===== src/sv/itoa_pkg.sv =====
`default_nettype none

package itoa_pkg;

    localparam int VALUE_WIDTH_DEF = 64;
    localparam int QUEUE_DEPTH_DEF = 2;
    localparam int IN_VALUE_W      = 64;
    localparam int OPCODE_W        = 3;
    localparam int CHAR_W          = 7;

    localparam logic [CHAR_W-1:0] CHAR_ZERO    = 7'h30;
    localparam logic [CHAR_W-1:0] CHAR_UPPER_A = 7'h41;
    localparam logic [CHAR_W-1:0] CHAR_LOWER_A = 7'h61;
    localparam logic [CHAR_W-1:0] CHAR_MINUS   = 7'h2d;

    typedef enum logic [OPCODE_W-1:0] {
        OP_SDEC = 3'd0,
        OP_UDEC = 3'd1,
        OP_OCT  = 3'd2,
        OP_HEXL = 3'd3,
        OP_HEXU = 3'd4
    } t_opcode;

    typedef enum logic [1:0] {
        RAD_DEC = 2'd0,
        RAD_OCT = 2'd1,
        RAD_HEX = 2'd2
    } t_radix;

    typedef struct packed {
        t_radix radix;
        logic   upper;
        logic   neg;
    } t_item_ctl;

    typedef enum logic [2:0] {
        ST_IDLE,
        ST_CONV,
        ST_SKIP,
        ST_SIGN,
        ST_EMIT
    } t_state;

    function automatic logic [CHAR_W-1:0] digit_char(input logic [3:0] d, input logic upper);
        logic [CHAR_W-1:0] base;
        base = upper ? CHAR_UPPER_A : CHAR_LOWER_A;
        if (d < 4'd10) begin
            return CHAR_ZERO + CHAR_W'(d);
        end else begin
            return base + CHAR_W'(d) - CHAR_W'(10);
        end
    endfunction

endpackage

`default_nettype wire


===== src/sv/itoa_if.sv =====
`default_nettype none

interface itoa_in_if;
    logic                             valid;
    logic                             ready;
    logic [itoa_pkg::IN_VALUE_W-1:0]  value;
    logic [itoa_pkg::OPCODE_W-1:0]    opcode;

    modport source (output valid, output value, output opcode, input ready);
    modport sink   (input valid, input value, input opcode, output ready);
endinterface

interface itoa_out_if;
    logic                         valid;
    logic                         ready;
    logic [itoa_pkg::CHAR_W-1:0]  char_out;
    logic                         last;

    modport source (output valid, output char_out, output last, input ready);
    modport sink   (input valid, input char_out, input last, output ready);
endinterface

`default_nettype wire


===== src/sv/itoa_front.sv =====
`default_nettype none

module itoa_front #(
    parameter int VALUE_WIDTH = itoa_pkg::VALUE_WIDTH_DEF
) (
    itoa_in_if.sink                 i_in,
    input  wire logic               i_full,
    output logic                    o_push,
    output logic [VALUE_WIDTH-1:0]  o_mag,
    output itoa_pkg::t_item_ctl     o_ctl
);
    import itoa_pkg::*;

    logic [VALUE_WIDTH-1:0] w_num;
    logic                   w_known;

    assign w_num      = i_in.value[VALUE_WIDTH-1:0];
    assign i_in.ready = !i_full;
    assign o_push     = i_in.valid && !i_full && w_known;

    always_comb begin
        w_known     = 1'b1;
        o_ctl.radix = RAD_DEC;
        o_ctl.upper = 1'b0;
        o_ctl.neg   = 1'b0;
        o_mag       = w_num;
        unique case (t_opcode'(i_in.opcode))
            OP_SDEC: begin
                o_ctl.neg = w_num[VALUE_WIDTH-1];
                // most negative value wraps to itself, read as unsigned
                if (w_num[VALUE_WIDTH-1]) begin
                    o_mag = ~w_num + VALUE_WIDTH'(1);
                end
            end
            OP_UDEC: o_ctl.radix = RAD_DEC;
            OP_OCT:  o_ctl.radix = RAD_OCT;
            OP_HEXL: o_ctl.radix = RAD_HEX;
            OP_HEXU: begin
                o_ctl.radix = RAD_HEX;
                o_ctl.upper = 1'b1;
            end
            // undefined codes are taken and dropped
            default: w_known = 1'b0;
        endcase
    end

endmodule

`default_nettype wire


===== src/sv/itoa_fifo.sv =====
`default_nettype none

module itoa_fifo #(
    parameter int DATA_W = 8,
    parameter int DEPTH  = itoa_pkg::QUEUE_DEPTH_DEF
) (
    input  wire logic              i_clk,
    input  wire logic              i_rst_n,
    input  wire logic              i_push,
    input  wire logic [DATA_W-1:0] i_data,
    output logic                   o_full,
    input  wire logic              i_pop,
    output logic [DATA_W-1:0]      o_data,
    output logic                   o_empty
);
    localparam int PTR_W = (DEPTH > 1) ? $clog2(DEPTH) : 1;
    localparam int CNT_W = $clog2(DEPTH + 1);

    logic [DATA_W-1:0] r_mem [DEPTH];
    logic [PTR_W-1:0]  r_wr_ptr, n_wr_ptr;
    logic [PTR_W-1:0]  r_rd_ptr, n_rd_ptr;
    logic [CNT_W-1:0]  r_count, n_count;

    assign o_full  = (r_count == CNT_W'(DEPTH));
    assign o_empty = (r_count == '0);
    assign o_data  = r_mem[r_rd_ptr];

    always_comb begin
        n_wr_ptr = r_wr_ptr;
        n_rd_ptr = r_rd_ptr;
        n_count  = r_count;
        if (i_push) begin
            n_wr_ptr = (r_wr_ptr == PTR_W'(DEPTH - 1)) ? '0 : r_wr_ptr + PTR_W'(1);
        end
        if (i_pop) begin
            n_rd_ptr = (r_rd_ptr == PTR_W'(DEPTH - 1)) ? '0 : r_rd_ptr + PTR_W'(1);
        end
        priority if (i_push && !i_pop) begin
            n_count = r_count + CNT_W'(1);
        end else if (i_pop && !i_push) begin
            n_count = r_count - CNT_W'(1);
        end else begin
            n_count = r_count;
        end
    end

    always_ff @(posedge i_clk) begin
        if (!i_rst_n) begin
            r_wr_ptr <= '0;
            r_rd_ptr <= '0;
            r_count  <= '0;
        end else begin
            r_wr_ptr <= n_wr_ptr;
            r_rd_ptr <= n_rd_ptr;
            r_count  <= n_count;
        end
    end

    always_ff @(posedge i_clk) begin
        if (i_push) begin
            r_mem[r_wr_ptr] <= i_data;
        end
    end

`ifndef SYNTH
    a_no_overflow: assert property (@(posedge i_clk) disable iff (!i_rst_n)
        !(i_push && o_full && !i_pop))
        else $error("queue written while full");
    a_no_underflow: assert property (@(posedge i_clk) disable iff (!i_rst_n)
        !(i_pop && o_empty))
        else $error("queue read while empty");
    a_count_bound: assert property (@(posedge i_clk) disable iff (!i_rst_n)
        r_count <= CNT_W'(DEPTH))
        else $error("queue count beyond depth");
`endif

endmodule

`default_nettype wire


===== src/sv/itoa_back.sv =====
`default_nettype none

module itoa_back #(
    parameter int VALUE_WIDTH = itoa_pkg::VALUE_WIDTH_DEF
) (
    input  wire logic                   i_clk,
    input  wire logic                   i_rst_n,
    input  wire logic                   i_empty,
    input  wire logic [VALUE_WIDTH-1:0] i_mag,
    input  wire itoa_pkg::t_item_ctl    i_ctl,
    output logic                        o_pop,
    itoa_out_if.source                  o_out
);
    import itoa_pkg::*;

    localparam int DEC_DIGITS = (VALUE_WIDTH * 30103) / 100000 + 1;
    localparam int OCT_DIGITS = (VALUE_WIDTH + 2) / 3;
    localparam int NUM_DIGITS = (DEC_DIGITS > OCT_DIGITS) ? DEC_DIGITS : OCT_DIGITS;
    localparam int POS_W      = $clog2(NUM_DIGITS);
    localparam int CNT_W      = $clog2(VALUE_WIDTH);
    localparam int PAD3_W     = 3 * NUM_DIGITS;
    localparam int PAD4_W     = 4 * NUM_DIGITS;

    t_state                  r_state, n_state;
    logic [3:0]              r_digits [NUM_DIGITS];
    logic [3:0]              n_digits [NUM_DIGITS];
    logic [VALUE_WIDTH-1:0]  r_bin, n_bin;
    logic [CNT_W-1:0]        r_cnt, n_cnt;
    logic [POS_W-1:0]        r_pos, n_pos;
    logic                    r_neg, n_neg;
    logic                    r_upper, n_upper;
    logic                    r_out_valid, n_out_valid;
    logic [CHAR_W-1:0]       r_char, n_char;
    logic                    r_last, n_last;

    logic [3:0]              w_adj [NUM_DIGITS];
    logic [3:0]              w_dab [NUM_DIGITS];
    logic [3:0]              w_oct [NUM_DIGITS];
    logic [3:0]              w_hex [NUM_DIGITS];
    logic [PAD3_W-1:0]       w_pad3;
    logic [PAD4_W-1:0]       w_pad4;
    logic                    w_slot;

    assign o_out.valid    = r_out_valid;
    assign o_out.char_out = r_char;
    assign o_out.last     = r_last;
    assign w_slot         = !r_out_valid || o_out.ready;

    // one shift-add-3 step of binary to bcd, digits kept msd at the top
    always_comb begin
        for (int i = 0; i < NUM_DIGITS; i++) begin
            w_adj[i] = (r_digits[i] >= 4'd5) ? r_digits[i] + 4'd3 : r_digits[i];
        end
        w_dab[0] = {w_adj[0][2:0], r_bin[VALUE_WIDTH-1]};
        for (int i = 1; i < NUM_DIGITS; i++) begin
            w_dab[i] = {w_adj[i][2:0], w_adj[i-1][3]};
        end
    end

    // octal and hex digits come straight from the bits
    assign w_pad3 = PAD3_W'(i_mag);
    assign w_pad4 = PAD4_W'(i_mag);
    always_comb begin
        for (int i = 0; i < NUM_DIGITS; i++) begin
            w_oct[i] = {1'b0, w_pad3[3*i +: 3]};
            w_hex[i] = w_pad4[4*i +: 4];
        end
    end

    always_comb begin
        n_state     = r_state;
        n_digits    = r_digits;
        n_bin       = r_bin;
        n_cnt       = r_cnt;
        n_pos       = r_pos;
        n_neg       = r_neg;
        n_upper     = r_upper;
        n_out_valid = r_out_valid && !o_out.ready;
        n_char      = r_char;
        n_last      = r_last;
        o_pop       = 1'b0;
        unique case (r_state)
            ST_IDLE: begin
                if (!i_empty) begin
                    o_pop   = 1'b1;
                    n_neg   = i_ctl.neg;
                    n_upper = i_ctl.upper;
                    n_pos   = POS_W'(NUM_DIGITS - 1);
                    unique case (i_ctl.radix)
                        RAD_DEC: begin
                            for (int i = 0; i < NUM_DIGITS; i++) begin
                                n_digits[i] = 4'd0;
                            end
                            n_bin   = i_mag;
                            n_cnt   = CNT_W'(VALUE_WIDTH - 1);
                            n_state = ST_CONV;
                        end
                        RAD_OCT: begin
                            n_digits = w_oct;
                            n_state  = ST_SKIP;
                        end
                        default: begin
                            n_digits = w_hex;
                            n_state  = ST_SKIP;
                        end
                    endcase
                end
            end
            ST_CONV: begin
                n_digits = w_dab;
                n_bin    = {r_bin[VALUE_WIDTH-2:0], 1'b0};
                if (r_cnt == '0) begin
                    n_state = ST_SKIP;
                end else begin
                    n_cnt = r_cnt - CNT_W'(1);
                end
            end
            ST_SKIP: begin
                // drop leading zeros, always keep the lowest digit
                if (r_digits[r_pos] == 4'd0 && r_pos != '0) begin
                    n_pos = r_pos - POS_W'(1);
                end else begin
                    n_state = r_neg ? ST_SIGN : ST_EMIT;
                end
            end
            ST_SIGN: begin
                if (w_slot) begin
                    n_out_valid = 1'b1;
                    n_char      = CHAR_MINUS;
                    n_last      = 1'b0;
                    n_state     = ST_EMIT;
                end
            end
            ST_EMIT: begin
                if (w_slot) begin
                    n_out_valid = 1'b1;
                    n_char      = digit_char(r_digits[r_pos], r_upper);
                    n_last      = (r_pos == '0);
                    if (r_pos == '0) begin
                        n_state = ST_IDLE;
                    end else begin
                        n_pos = r_pos - POS_W'(1);
                    end
                end
            end
            default: n_state = ST_IDLE;
        endcase
    end

    always_ff @(posedge i_clk) begin
        if (!i_rst_n) begin
            r_state     <= ST_IDLE;
            r_out_valid <= 1'b0;
        end else begin
            r_state     <= n_state;
            r_out_valid <= n_out_valid;
        end
    end

    always_ff @(posedge i_clk) begin
        r_digits <= n_digits;
        r_bin    <= n_bin;
        r_cnt    <= n_cnt;
        r_pos    <= n_pos;
        r_neg    <= n_neg;
        r_upper  <= n_upper;
        r_char   <= n_char;
        r_last   <= n_last;
    end

`ifndef SYNTH
    a_pop_idle: assert property (@(posedge i_clk) disable iff (!i_rst_n)
        o_pop |-> (r_state == ST_IDLE && !i_empty))
        else $error("queue popped outside idle");
    a_sign_neg: assert property (@(posedge i_clk) disable iff (!i_rst_n)
        (r_state == ST_SIGN) |-> r_neg)
        else $error("minus sign for a non-negative item");
    a_sign_then_digit: assert property (@(posedge i_clk) disable iff (!i_rst_n)
        (r_state == ST_SIGN && w_slot) |=> (r_state == ST_EMIT && r_out_valid && !r_last))
        else $error("minus sign not followed by digits");
`endif

endmodule

`default_nettype wire


===== src/sv/integer_to_ascii_radix.sv =====
// integer_to_ascii_radix: turns one number into its ascii text, one character per beat
//
// input channel i_in (valid/ready): value and opcode; opcode 0 signed decimal,
// 1 unsigned decimal, 2 octal, 3 lowercase hex, 4 uppercase hex. other opcodes
// are taken and give no output. output channel o_out (valid/ready): char_out,
// msd first, no leading zeros, '-' ahead of a negative signed decimal, with
// last set on the final character of each number.
// the front classifies and negates, then a QUEUE_DEPTH-entry queue (two by default) holds items for the
// converter, so a new item is taken while earlier text is still going out.
// for each item, octal/hex load their digits straight from the bits when popped, then
// run a leading-zero scan, then send one character per cycle while ready is high (22
// digit slots at 64 bits). decimal first runs a bit-serial binary to bcd loop over
// all VALUE_WIDTH bits, and a negative signed decimal sends a minus sign ahead of
// its digits.
// the first character appears after the queue, the conversion and the scan.
// reset (i_rst_n low, synchronous) empties the queue and drops any text in flight.
// when the receiver holds ready low the current character stays on o_out, the
// converter waits to send its next one, and i_in keeps accepting until the queue is full.
`default_nettype none

module integer_to_ascii_radix #(
    parameter int VALUE_WIDTH = itoa_pkg::VALUE_WIDTH_DEF,
    parameter int QUEUE_DEPTH = itoa_pkg::QUEUE_DEPTH_DEF
) (
    input  wire logic   i_clk,
    input  wire logic   i_rst_n,
    itoa_in_if.sink     i_in,
    itoa_out_if.source  o_out
);
    import itoa_pkg::*;

    localparam int CTL_W  = $bits(t_item_ctl);
    localparam int ITEM_W = VALUE_WIDTH + CTL_W;

    logic                   w_push;
    logic                   w_pop;
    logic                   w_full;
    logic                   w_empty;
    logic [VALUE_WIDTH-1:0] w_front_mag;
    t_item_ctl              w_front_ctl;
    logic [ITEM_W-1:0]      w_q_data;
    t_item_ctl              w_back_ctl;
    logic [VALUE_WIDTH-1:0] w_back_mag;

    itoa_front #(
        .VALUE_WIDTH (VALUE_WIDTH)
    ) u_front (
        .i_in   (i_in),
        .i_full (w_full),
        .o_push (w_push),
        .o_mag  (w_front_mag),
        .o_ctl  (w_front_ctl)
    );

    itoa_fifo #(
        .DATA_W (ITEM_W),
        .DEPTH  (QUEUE_DEPTH)
    ) u_queue (
        .i_clk   (i_clk),
        .i_rst_n (i_rst_n),
        .i_push  (w_push),
        .i_data  ({w_front_ctl, w_front_mag}),
        .o_full  (w_full),
        .i_pop   (w_pop),
        .o_data  (w_q_data),
        .o_empty (w_empty)
    );

    assign w_back_ctl = t_item_ctl'(w_q_data[ITEM_W-1:VALUE_WIDTH]);
    assign w_back_mag = w_q_data[VALUE_WIDTH-1:0];

    itoa_back #(
        .VALUE_WIDTH (VALUE_WIDTH)
    ) u_back (
        .i_clk   (i_clk),
        .i_rst_n (i_rst_n),
        .i_empty (w_empty),
        .i_mag   (w_back_mag),
        .i_ctl   (w_back_ctl),
        .o_pop   (w_pop),
        .o_out   (o_out)
    );

endmodule

`default_nettype wire

===== src/flat_wrapper.sv =====
// flat-port wrapper written by rule: the top's interface ports become plain ports
module integer_to_ascii_radix_flat import itoa_pkg::*;
#(
    parameter int VALUE_WIDTH = itoa_pkg::VALUE_WIDTH_DEF,
    parameter int QUEUE_DEPTH = itoa_pkg::QUEUE_DEPTH_DEF
)
  (i_clk, i_rst_n, i_in_valid, i_in_value, i_in_opcode, i_in_ready, o_out_valid, o_out_char_out, o_out_last, o_out_ready);
  itoa_in_if i_in_i ();
  itoa_out_if o_out_i ();
  input  wire logic i_clk;
  input  wire logic i_rst_n;
  input wire logic [$bits(i_in_i.valid)-1:0] i_in_valid;
  input wire logic [$bits(i_in_i.value)-1:0] i_in_value;
  input wire logic [$bits(i_in_i.opcode)-1:0] i_in_opcode;
  output wire logic [$bits(i_in_i.ready)-1:0] i_in_ready;
  output wire logic [$bits(o_out_i.valid)-1:0] o_out_valid;
  output wire logic [$bits(o_out_i.char_out)-1:0] o_out_char_out;
  output wire logic [$bits(o_out_i.last)-1:0] o_out_last;
  input wire logic [$bits(o_out_i.ready)-1:0] o_out_ready;
  assign i_in_i.valid = i_in_valid;
  assign i_in_i.value = i_in_value;
  assign i_in_i.opcode = i_in_opcode;
  assign i_in_ready = i_in_i.ready;
  assign o_out_valid = o_out_i.valid;
  assign o_out_char_out = o_out_i.char_out;
  assign o_out_last = o_out_i.last;
  assign o_out_i.ready = o_out_ready;
  integer_to_ascii_radix #(.VALUE_WIDTH(VALUE_WIDTH), .QUEUE_DEPTH(QUEUE_DEPTH)) u_core (.i_clk(i_clk), .i_rst_n(i_rst_n), .i_in(i_in_i), .o_out(o_out_i));
endmodule

===== config.mk =====
export PLATFORM = sky130hd
export DESIGN_NAME = integer_to_ascii_radix_flat
export DESIGN_NICKNAME = d
export VERILOG_FILES = /design/src/sv/itoa_pkg.sv /design/src/sv/itoa_if.sv /design/src/sv/itoa_front.sv /design/src/sv/itoa_fifo.sv /design/src/sv/itoa_back.sv /design/src/sv/integer_to_ascii_radix.sv /design/src/flat_wrapper.sv
export SDC_FILE = /design/constraint.sdc
export NUM_CORES = 1
export LEC_CHECK = 0
export BUFFER_PORTS_ARGS = -buffer_cell sky130_fd_sc_hd__buf_2
export CAP_MARGIN = 30
export CORE_MARGIN = 2
export CORE_UTILIZATION = 30
export DETAILED_ROUTE_END_ITERATION = 6
export GPL_TIMING_DRIVEN = 0
export PLACE_DENSITY = 0.41
export SYNTH_ARGS = -nofsm -noshare
export SYNTH_HDL_FRONTEND = slang
export SYNTH_SLANG_ARGS = --single-unit

===== constraint.sdc =====
create_clock -name i_clk -period 10.4 [get_ports i_clk]
set_clock_uncertainty 0.1 [all_clocks]
set_input_delay 0 -clock i_clk [delete_from_list [all_inputs] [get_ports i_clk]]
set_output_delay 0 -clock i_clk [all_outputs]
set_load 0.02 [all_outputs]

# Word level (Yosys, flattened, before mapping)
# Memories as Yosys holds them, arrays and structs flattened. A register that Yosys moved wholly into a read port is not among the register bits.
# Index checks and enable logic that the tools add are counted.
[classes]
n_addsub = 32
n_lt_le_gt_ge = 24
eq_ne = 20
mux = 75
bitwise_logic = 3
reduce_logical = 34
[op_table]
columns = ["op", "n"]
rows = [
  ["88-bit one-hot mux with 2 select lines", 2],
  ["64-bit 2-to-1 mux", 4],
  ["64-bit one-hot mux with 2 select lines", 1],
  ["4-bit 2-to-1 mux", 23],
  ["4-bit by 3-bit >= comparator with 1-bit output, second input constant", 22],
  ["88-bit 2-to-1 mux", 1],
  ["4-bit by 2-bit adder with 4-bit output, second input constant", 21],
  ["64-bit by 1-bit adder with 64-bit output, second input constant", 1],
  ["64-bit NOT", 1],
  ["3-bit 2-to-1 mux", 8],
  ["6-bit 2-to-1 mux", 4],
  ["7-bit 2-to-1 mux", 3],
  ["4-bit binary-select mux with 5-bit select", 1],
  ["5-bit 2-to-1 mux", 4],
  ["2-bit inequality test, second input constant", 9],
  ["1-bit 2-to-1 mux", 15],
  ["3-bit one-hot mux with 5 select lines", 1],
  ["5-bit one-hot mux with 3 select lines", 1],
  ["7-bit one-hot mux with 2 select lines", 1],
  ["3-bit by 2-bit == test with 1-bit output, second input constant", 4],
  ["6-bit one-hot mux with 2 select lines", 1],
  ["6-bit by 4-bit adder with 7-bit output, first input constant", 1],
  ["7-bit by 4-bit adder with 7-bit output", 1],
  ["7-bit by 4-bit subtractor with 7-bit output, second input constant", 1],
  ["36 further kinds", 57],
]
[totals]
regBits = 181
ramBits = 136
input_bits = 71
out_inout_bits = 10
mem_count = 1
[memory_table]
columns = ["name", "words", "word_bits", "read_ports", "rd_clocked_by_memory_dff", "wr", "line", "rtl"]
rows = [
  ["u_core.u_queue.r_mem", 2, 68, 1, 1, 1, "itoa_fifo.sv:19", "logic [DATA_W-1:0] r_mem [DEPTH];"],
]

# Depth between registers and ports, before layout
# Gate-level depths: netlist of the first run.
[depth]
depth_word = 9
mapped_depth = 13
mapped_depth_nobuf = 8

# Modules after synthesis
# Synthesis of the first run repeated with hierarchy kept, for this count alone.
[unflattened]
hier_cells = 1597
hier_area_um2 = 17787.1
[by_module_without_submodules]
columns = ["module", "n_inst", "cells_per_inst", "area_each_um2", "seq_area_each_um2"]
rows = [
  ["itoa_back", 1, 1119, 10881.7, 5275.1],
  ["itoa_fifo", 1, 234, 5213.8, 4184.0],
  ["itoa_front", 1, 244, 1691.6, 0.0],
]

# Worst setup path before layout of the first run
# No wires, ideal clock.
[synth_path]
kind = "flip-flop to flip-flop"
from = "reg u_core.u_back.r_state[2]"
to = "reg u_core.u_back.r_bin[0] (enable)"
arrival_time_ps = 4721
required_ps = 9873
path_slack_ps = 5152
path_stages_with_launch = 8
period_less_slack_ps = 5248
cell_sequence = "dfxtp_1 nor2_1 nand2_1 clkbuf_1 clkbuf_1 buf_1 nand2_1 o21a_1"
[synth_between]
elab_chain_len = 3
word_cells_on_any_way = 6
[synth_lines]
columns = ["element", "line", "rtl"]
rows = [
  ["from (decl)", "itoa_back.sv:24", "t_state r_state, n_state;"],
  ["from (signal assigned)", "itoa_back.sv:155", "r_state <= n_state;"],
  ["3-bit logical NOT / 3-bit by 1-bit == test with 1-bit output (equally long branches)", "itoa_back.sv:82", "unique case (r_state)"],
  ["2-bit by 1-bit inequality test with 1-bit output (no line) (tied with other cells)", "--", ""],
  ["3-bit AND reduction (no line) *", "--", ""],
  ["to (signal assigned)", "itoa_back.sv:162", "r_bin <= n_bin;"],
  ["to (decl)", "itoa_back.sv:27", "logic [VALUE_WIDTH-1:0] r_bin, n_bin;"],
]
# Every way passes the cells marked *; elsewhere a longest branch is shown, timed or not.
# A chain may end at the register's enable or synchronous reset.

# Final worst setup path of the first run
[layout_path]
from = "reg u_core.u_back.r_pos[1]"
to = "reg u_core.u_back.r_state[2]"
[layout_between]
elab_chain_len = 8
word_cells_on_any_way = 11
[layout_lines]
columns = ["element", "line", "rtl"]
rows = [
  ["from (decl)", "itoa_back.sv:29", "logic [POS_W-1:0] r_pos, n_pos;"],
  ["from (signal assigned)", "itoa_back.sv:164", "r_pos <= n_pos;"],
  ["5-bit NOT with 6-bit output (implied by the code)", "itoa_back.sv:120", "if (r_digits[r_pos] == 4'd0 && r_pos != '0) begin"],
  ["4-bit binary-select mux with 5-bit select", "itoa_back.sv:120", ""],
  ["4-bit 2-to-1 mux (implied by the code) (2 in a row)", "itoa_back.sv:120", ""],
  ["4-bit logical NOT", "itoa_back.sv:120", ""],
  ["1-bit logical AND", "itoa_back.sv:120", ""],
  ["2-bit inequality test (no line)", "--", ""],
  ["6-bit AND reduction (no line) *", "--", ""],
]
# Every way passes the cells marked *; elsewhere a longest branch is shown, timed or not. The select of a mux whose other input is x is not followed.

==> impl_metrics.csv, run 1 <==
group,metric,value,unit
worst_setup_path,path_cells,"buf_2, buf_2, mux4_1, and2_1, a211oi_1, o32a_1, ha_1, nand3_1, nor4b_4, o21ai_0, dlygate4sd3_1",
synthesis,synth_cell_types,75,
power,powerDensity,296,nW/um^2
worst_setup_path,worst-endpoint-arrival,4.37,ns
sta,timing.final.crit_period,4.02,ns
grt,grt.total_usage,18.3,%
place,port_buffers,80,
routing,routedWlPerCell,21.8,um
cts,clock_sinks,318,
routing,drt_iter0_drc,877,
worst_setup_path,cp_top_family,"buffers and inverters",
synthesis,synth_flop_cell,"edfxtp_1",
routing,ant_nets,0,
worst_setup_path,r2r_slack,6.38,ns
floorplan,die_height,243,um
sta,hold_viol,0,
worst_setup_path,critical-path-slowest-cell,"dlygate4sd3_1",
grt,gr-total-overflow,0,
cts,root_buffer,"clkbuf_16",
worst_setup_path,required,10.75,ns
hold_path,hp-class,"primary input to flip-flop",
worst_setup_path,cp-startpoint,"u_core.u_back.r_pos[1]",
grt,grt_pass1_vias,12400,
cts,cts_made_buffers,39,
power,leakage,7.60,nW
hold_path,min_from,"i_in_value[0]",
cts,cts_max_path_buffers,3,
synthesis,syn_area_per_cell,11.6,um^2
worst_setup_path,worstPathMaxFanout,10,
sta,layout_setup_ws,6.38,ns
place,pre_cts_slack,6.37,ns
routing,drc,0,
worst_setup_path,timing.rr.start,"u_core.u_back.r_pos[1]",
grt,grt_use_met2,30.4,%
synthesis,synth-edff-count,309,
sta,slew_violations,0,
floorplan,fp-row-count,87,
cts,clk_latency,0.56,ns
routing,viasPerCell,4.96,
sta,fin_setup_tns,0,ns
routing,num_vias,12300,
synthesis,yosysSeqAreaShare,55.2,%
place,place_congestion,0.822,
worst_setup_path,end_kind,"flip-flop",
worst_setup_path,worstSetupPathType,"flip-flop to flip-flop",
synthesis,async_reset_ff_share,0,%
grt,grt_max_degree,65,
place,dp.final_hpwl,40100,um
outcome,outcome,"finished, final reports clean",
power,peakVddDrop,0.167,mV
synthesis,synthesis.nets,1602,
sta,worstMarginPinSlew,0.991,ns
final_layout,n_antenna_cell,0,
sta,relSlewSlack,34.0,%
sta,setup_viol,0,
sta,post-route-period-util,38.6,%
floorplan,die_area,59000,um^2
worst_setup_path,startpoint_type,"flip-flop",
cts,htree_levels,2,
final_layout,stdcell_area,20800,um^2
grt,grt-busiest-layer,"met2",
floorplan,io_pins,81,
grt,use_met3,2.78,%
synthesis,syn-cell-area,17100,um^2
synthesis,syn_inst,1479,
worst_setup_path,crit_top_cell,"buf_2",
grt,antenna_found_initial,1,
sta,fmax,0.249,GHz
final_layout,fin_nets,1823,
final_layout,area_delta_synth_final,21.6,%
floorplan,start_util,30.4,%
sta,rsz0062_at_grt,"false",
floorplan,core,56400,um^2
cts,clk_pin_slew,0.06,ns
floorplan,die_x,243,um
worst_setup_path,critPathMaxStageDelay,0.56,ns
final_layout,drive_above_1_share,12.8,%
final_layout,layout_common_cells,"edfxtp_1, nand2_1, a21oi_1",
grt,use_met1,25.5,%
power,finalPower,6.17,mW
flow_run,max_cap_viol_count,0,
final_layout,layout_commonest_cell,"edfxtp_1",
synthesis,ys_warn_count,0,
routing,drt_first_pass_iters,5,
cts,cts_tree,"built",
synthesis,synth-seq-cells,318,
grt,grt_pass1_wl,81200,um
place,place_area,18600,um^2
cts,cts_resized,0,
worst_setup_path,critPathBufInv,3,
routing,wl,54300,um
## per-layer routing
metal / vias up / part of all wire (%)
met3: 49 / 4.0
li1: 5916 / -
met1: 6108 / 47
met5: - / 0
met4: 0 / 1.3
met2: 249 / 48
## synthesized netlist by cell type, types with 4 or more instances
cell / n / area (um^2)
mux4_2: 8 / 180
nor3b_1: 34 / 255
a21o_1: 34 / 255
a22oi_1: 18 / 135
o22ai_1: 16 / 100
inv_1: 63 / 236
nor3_1: 20 / 100
buf_2: 10 / 50.1
or3_1: 13 / 81.3
xnor2_1: 62 / 543
xor2_1: 36 / 315
ha_1: 52 / 651
nand2b_1: 34 / 213
mux2_2: 29 / 327
mux4_1: 5 / 131
buf_1: 13 / 48.8
and2_1: 6 / 37.5
mux2i_1: 59 / 591
o22a_1: 6 / 52.6
nor2_1: 113 / 424
o21a_1: 5 / 37.5
or4_1: 4 / 30.0
o31ai_1: 19 / 143
o221ai_1: 18 / 158
edfxtp_1: 309 / 9280
or2_2: 4 / 25.0
nor2b_1: 4 / 25.0
nand2_1: 149 / 559
a21oi_1: 119 / 596
a211oi_1: 4 / 30.0
o21ai_0: 83 / 415
clkbuf_1: 42 / 158
nand3_1: 8 / 40.0
dfxtp_1: 9 / 180
a31oi_1: 8 / 50.1
## registers in the layout, indices dropped and copies added, names as in the netlist, 2 cells and up, named ones only
| name | flops |
|---|---|
| u_core.u_queue.r_mem | 136 |
| u_core.u_back.r_state | 3 |
| u_core.u_back.r_cnt | 6 |
| u_core.u_back.r_digits | 88 |
| u_core.u_back.r_bin | 64 |
| u_core.u_back.o_out.char_out | 7 |
| u_core.u_back.r_pos | 5 |
| u_core.u_queue.r_count | 2 |
## final timing paths
kind	endpoint	depth (start not counted)
max	u_core.u_back.r_state[2]	11
min	u_core.u_queue.r_mem[0][0]	2
max reg2reg	u_core.u_back.r_state[2]	11
min reg2reg	u_core.u_back.r_bin[24]	2
## timing repair
action,CTS,global route
hold buffers,94,0
buffers inserted,0,0
endpoints found under the hold margin,171,0
## logic make-up (layout without fill, tap and decap cells)
family	after synthesis	after routing	share of synthesized area [%]
and+or+nand+nor	421	421	12.6
AOI/OAI and AO/OA	356	356	12.9
DFF	318	318	55.2
buffers and inverters	133	384	3.20
muxes	101	101	7.18
xor gates and xnor gates	98	98	5.01
adders and majority gates	52	52	3.80
## area by class of cell
type	count	area [um^2]
Fill cell	5611	35600
Sequential cell	318	9460
Multi-Input combinational cell	1028	7150
Timing Repair Buffer	180	1480
Clock buffer	49	1050
Tap cell	756	946
Buffer	70	312
Inverter	63	236
Clock inverter	22	190
## power breakdown
part / total (mW) / internal [mW] / switching, mW
Sequential: 2.25 / 1.97 / 0.280
Clock: 1.35 / 0.793 / 0.559
Combinational: 2.56 / 0.916 / 1.65
Total: 6.17 / 3.68 / 2.49
## through the flow
step | instances | hold WS, ns | utilization (%)
6_report | 2486 | 0.112 | 36.9
5_1_grt | 2486 | 0.123 | 36.9
4_1_cts | 2486 | 0.0895 | 36.9
3_5_place_dp | 2321 | 0.152 | 33.0
3_3_place_gp | 2315 | 0.149 | 32.8
2_1_floorplan | 1479 | -0.00113 | -
(Power assumes the default switching activity.)
==> inputs of run 2 (changes only) <==
Settings changed: PLACE_DENSITY 0.41 to 0.42.
Clock period 10.4 ns to 3.35 ns, I/O delays scaled along.
==> run 2 against run 1 <==
Power rose to 3.2 times the previous value. Sequential power rose to 3.1 times the previous value. Register-to-register slack worse by 6.2 ns. Hold slack better by 0.024 ns. Critical endpoint is now u_core.u_back.r_pos[2].
==> impl_metrics.csv, run 2 (synthesis results as in run 1) <==
group,metric,value,unit
outcome,outcome,"finished, final reports clean",
hold_path,hp-class,"primary input to flip-flop",
routing,ant_nets,0,
cts,clk_pin_slew,0.06,ns
cts,cts_max_path_buffers,3,
grt,grt_max_degree,61,
place,place_congestion,0.817,
final_layout,drive_above_1_share,13.8,%
cts,clk_latency,0.57,ns
routing,drc,0,
cts,clock_sinks,318,
final_layout,fin_nets,1828,
floorplan,die_area,59000,um^2
routing,routedWlPerCell,21.9,um
worst_setup_path,worst-endpoint-arrival,3.33,ns
grt,grt_pass1_wl,80300,um
sta,rsz0062_at_grt,"false",
sta,relSlewSlack,38.5,%
final_layout,layout_common_cells,"edfxtp_1, nand2_1, a21oi_1",
place,dp.final_hpwl,39700,um
routing,num_vias,12500,
floorplan,die_height,243,um
routing,viasPerCell,5.02,
sta,fmax,0.315,GHz
floorplan,start_util,30.4,%
flow_run,max_cap_viol_count,0,
place,place_area,18600,um^2
sta,timing.final.crit_period,3.18,ns
grt,gr-total-overflow,0,
final_layout,n_antenna_cell,0,
sta,setup_viol,0,
worst_setup_path,critPathMaxStageDelay,0.60,ns
final_layout,stdcell_area,21000,um^2
worst_setup_path,worstPathMaxFanout,10,
power,powerDensity,928,nW/um^2
worst_setup_path,worstSetupPathType,"flip-flop to flip-flop",
cts,htree_levels,2,
cts,cts_made_buffers,40,
sta,post-route-period-util,94.8,%
grt,grt_pass1_vias,12400,
worst_setup_path,crit_top_cell,"buf_6",
floorplan,die_x,243,um
power,leakage,7.68,nW
routing,drt_iter0_drc,759,
sta,worstMarginPinSlew,0.896,ns
floorplan,fp-row-count,87,
final_layout,biggestRegsByFlops,"u_core.u_queue.r_mem (136), u_core.u_back.r_digits (88), u_core.u_back.r_bin (64)",
final_layout,largest_register_ffs,136,
worst_setup_path,required,3.50,ns
routing,wl,54600,um
worst_setup_path,cp_top_family,"compound AO/OA/AOI/OAI gates",
worst_setup_path,end_kind,"flip-flop",
final_layout,area_delta_synth_final,22.5,%
sta,slew_violations,0,
floorplan,core,56400,um^2
final_layout,layout_commonest_cell,"edfxtp_1",
place,port_buffers,80,
cts,cts_tree,"built",
grt,antenna_found_initial,0,
worst_setup_path,critical-path-slowest-cell,"mux4_1",
power,peakVddDrop,0.574,mV
final_layout,max_flop_register,"u_core.u_queue.r_mem",
sta,hold_viol,0,
sta,worst_hold_slack,0.136,ns
cts,root_buffer,"clkbuf_16",
routing,drt_first_pass_iters,4,
worst_setup_path,r2r_slack,0.17,ns
worst_setup_path,critPathBufInv,2,
worst_setup_path,startpoint_type,"flip-flop",
floorplan,io_pins,81,
worst_setup_path,path_cells,"buf_6, buf_6, mux4_1, and2_1, a211oi_1, o32a_1, ha_1, nand4bb_1, a21oi_4",
grt,grt.total_usage,18.2,%
-- run 2: changes by cell type in the layout (fill, tap and decap cells not counted), sizes merged --
cell | previous run | this run
bufinv | 3 | 6
dlygate4sd3 | 94 | 97
clkbuf | 92 | 90
o21a | 5 | 7
buf | 113 | 112
clkinv | 17 | 18
clkinvlp | 0 | 1
-- run 2: worst paths after layout --
kind / start / endpoint / cells past startpoint
max: u_core.u_back.r_pos[0] / u_core.u_back.r_pos[2] / 9
min reg2reg: u_core.u_back.r_bin[43] / u_core.u_back.r_bin[44] / 1
min: i_in_value[0] / u_core.u_queue.r_mem[1][0] / 2
max reg2reg: u_core.u_back.r_pos[0] / u_core.u_back.r_pos[2] / 9
-- run 2: metal layers --
| layer | global-route usage, % | vias to the layer above | share of wire, % |
|---|---|---|---|
| met5 | 0 | - | 0 |
| met2 | 30.6 | 284 | 48 |
| met1 | 24.8 | 6225 | 47 |
| met4 | 4.33 | 0 | 1.9 |
| met3 | 2.38 | 66 | 3.6 |
| li1 | - | 5950 | - |
-- run 2: stage by stage --
step	setup slack (ns)	utilization (%)	instances	total power, mW	setup TNS [ns]
floorplan	0.217	-	1479	11.9	0
global placement	-1.40	32.8	2315	14.8	-304.41
detailed placement	-0.722	33.0	2321	14.9	-81.05
CTS	0.00113	37.2	2493	19.6	0
global route	0.00173	37.2	2493	20.7	0
finish	0.175	37.2	2493	19.5	0
-- run 2: area by class of cell --
class	instances	area, um^2
fillers	5623	35400
repair buffers	184	1500
clock inverters	27	308
clock buffers	47	1030
plain buffers	68	319
flip-flops and latches	318	9460
well taps	756	946
multi-input cells	1030	7190
inverters	63	236
-- run 2: worst register-to-register path, cell delays in order, from the launching register on --
cell and delay [ns]:
edfxtp_1 0.34, buf_6 0.14, buf_6 0.21, mux4_1 0.61, and2_1 0.18, a211oi_1 0.27
o32a_1 0.33, ha_1 0.23, nand4bb_1 0.16, a21oi_4 0.29
-- run 2: what timing repair did --
item	in CTS	in global routing
hold endpoints to repair	178	0
setup endpoints to repair	167	147
pin swaps	1	1
resized for setup	8	10
hold buffers	97	0
gates cloned	1	1
buffers inserted	1	0
-- run 2: report_power, final --
part	internal, mW	switching, mW
Sequential	6.11	0.876
Combinational	2.86	5.18
Clock	2.67	1.78
Total	11.6	7.83
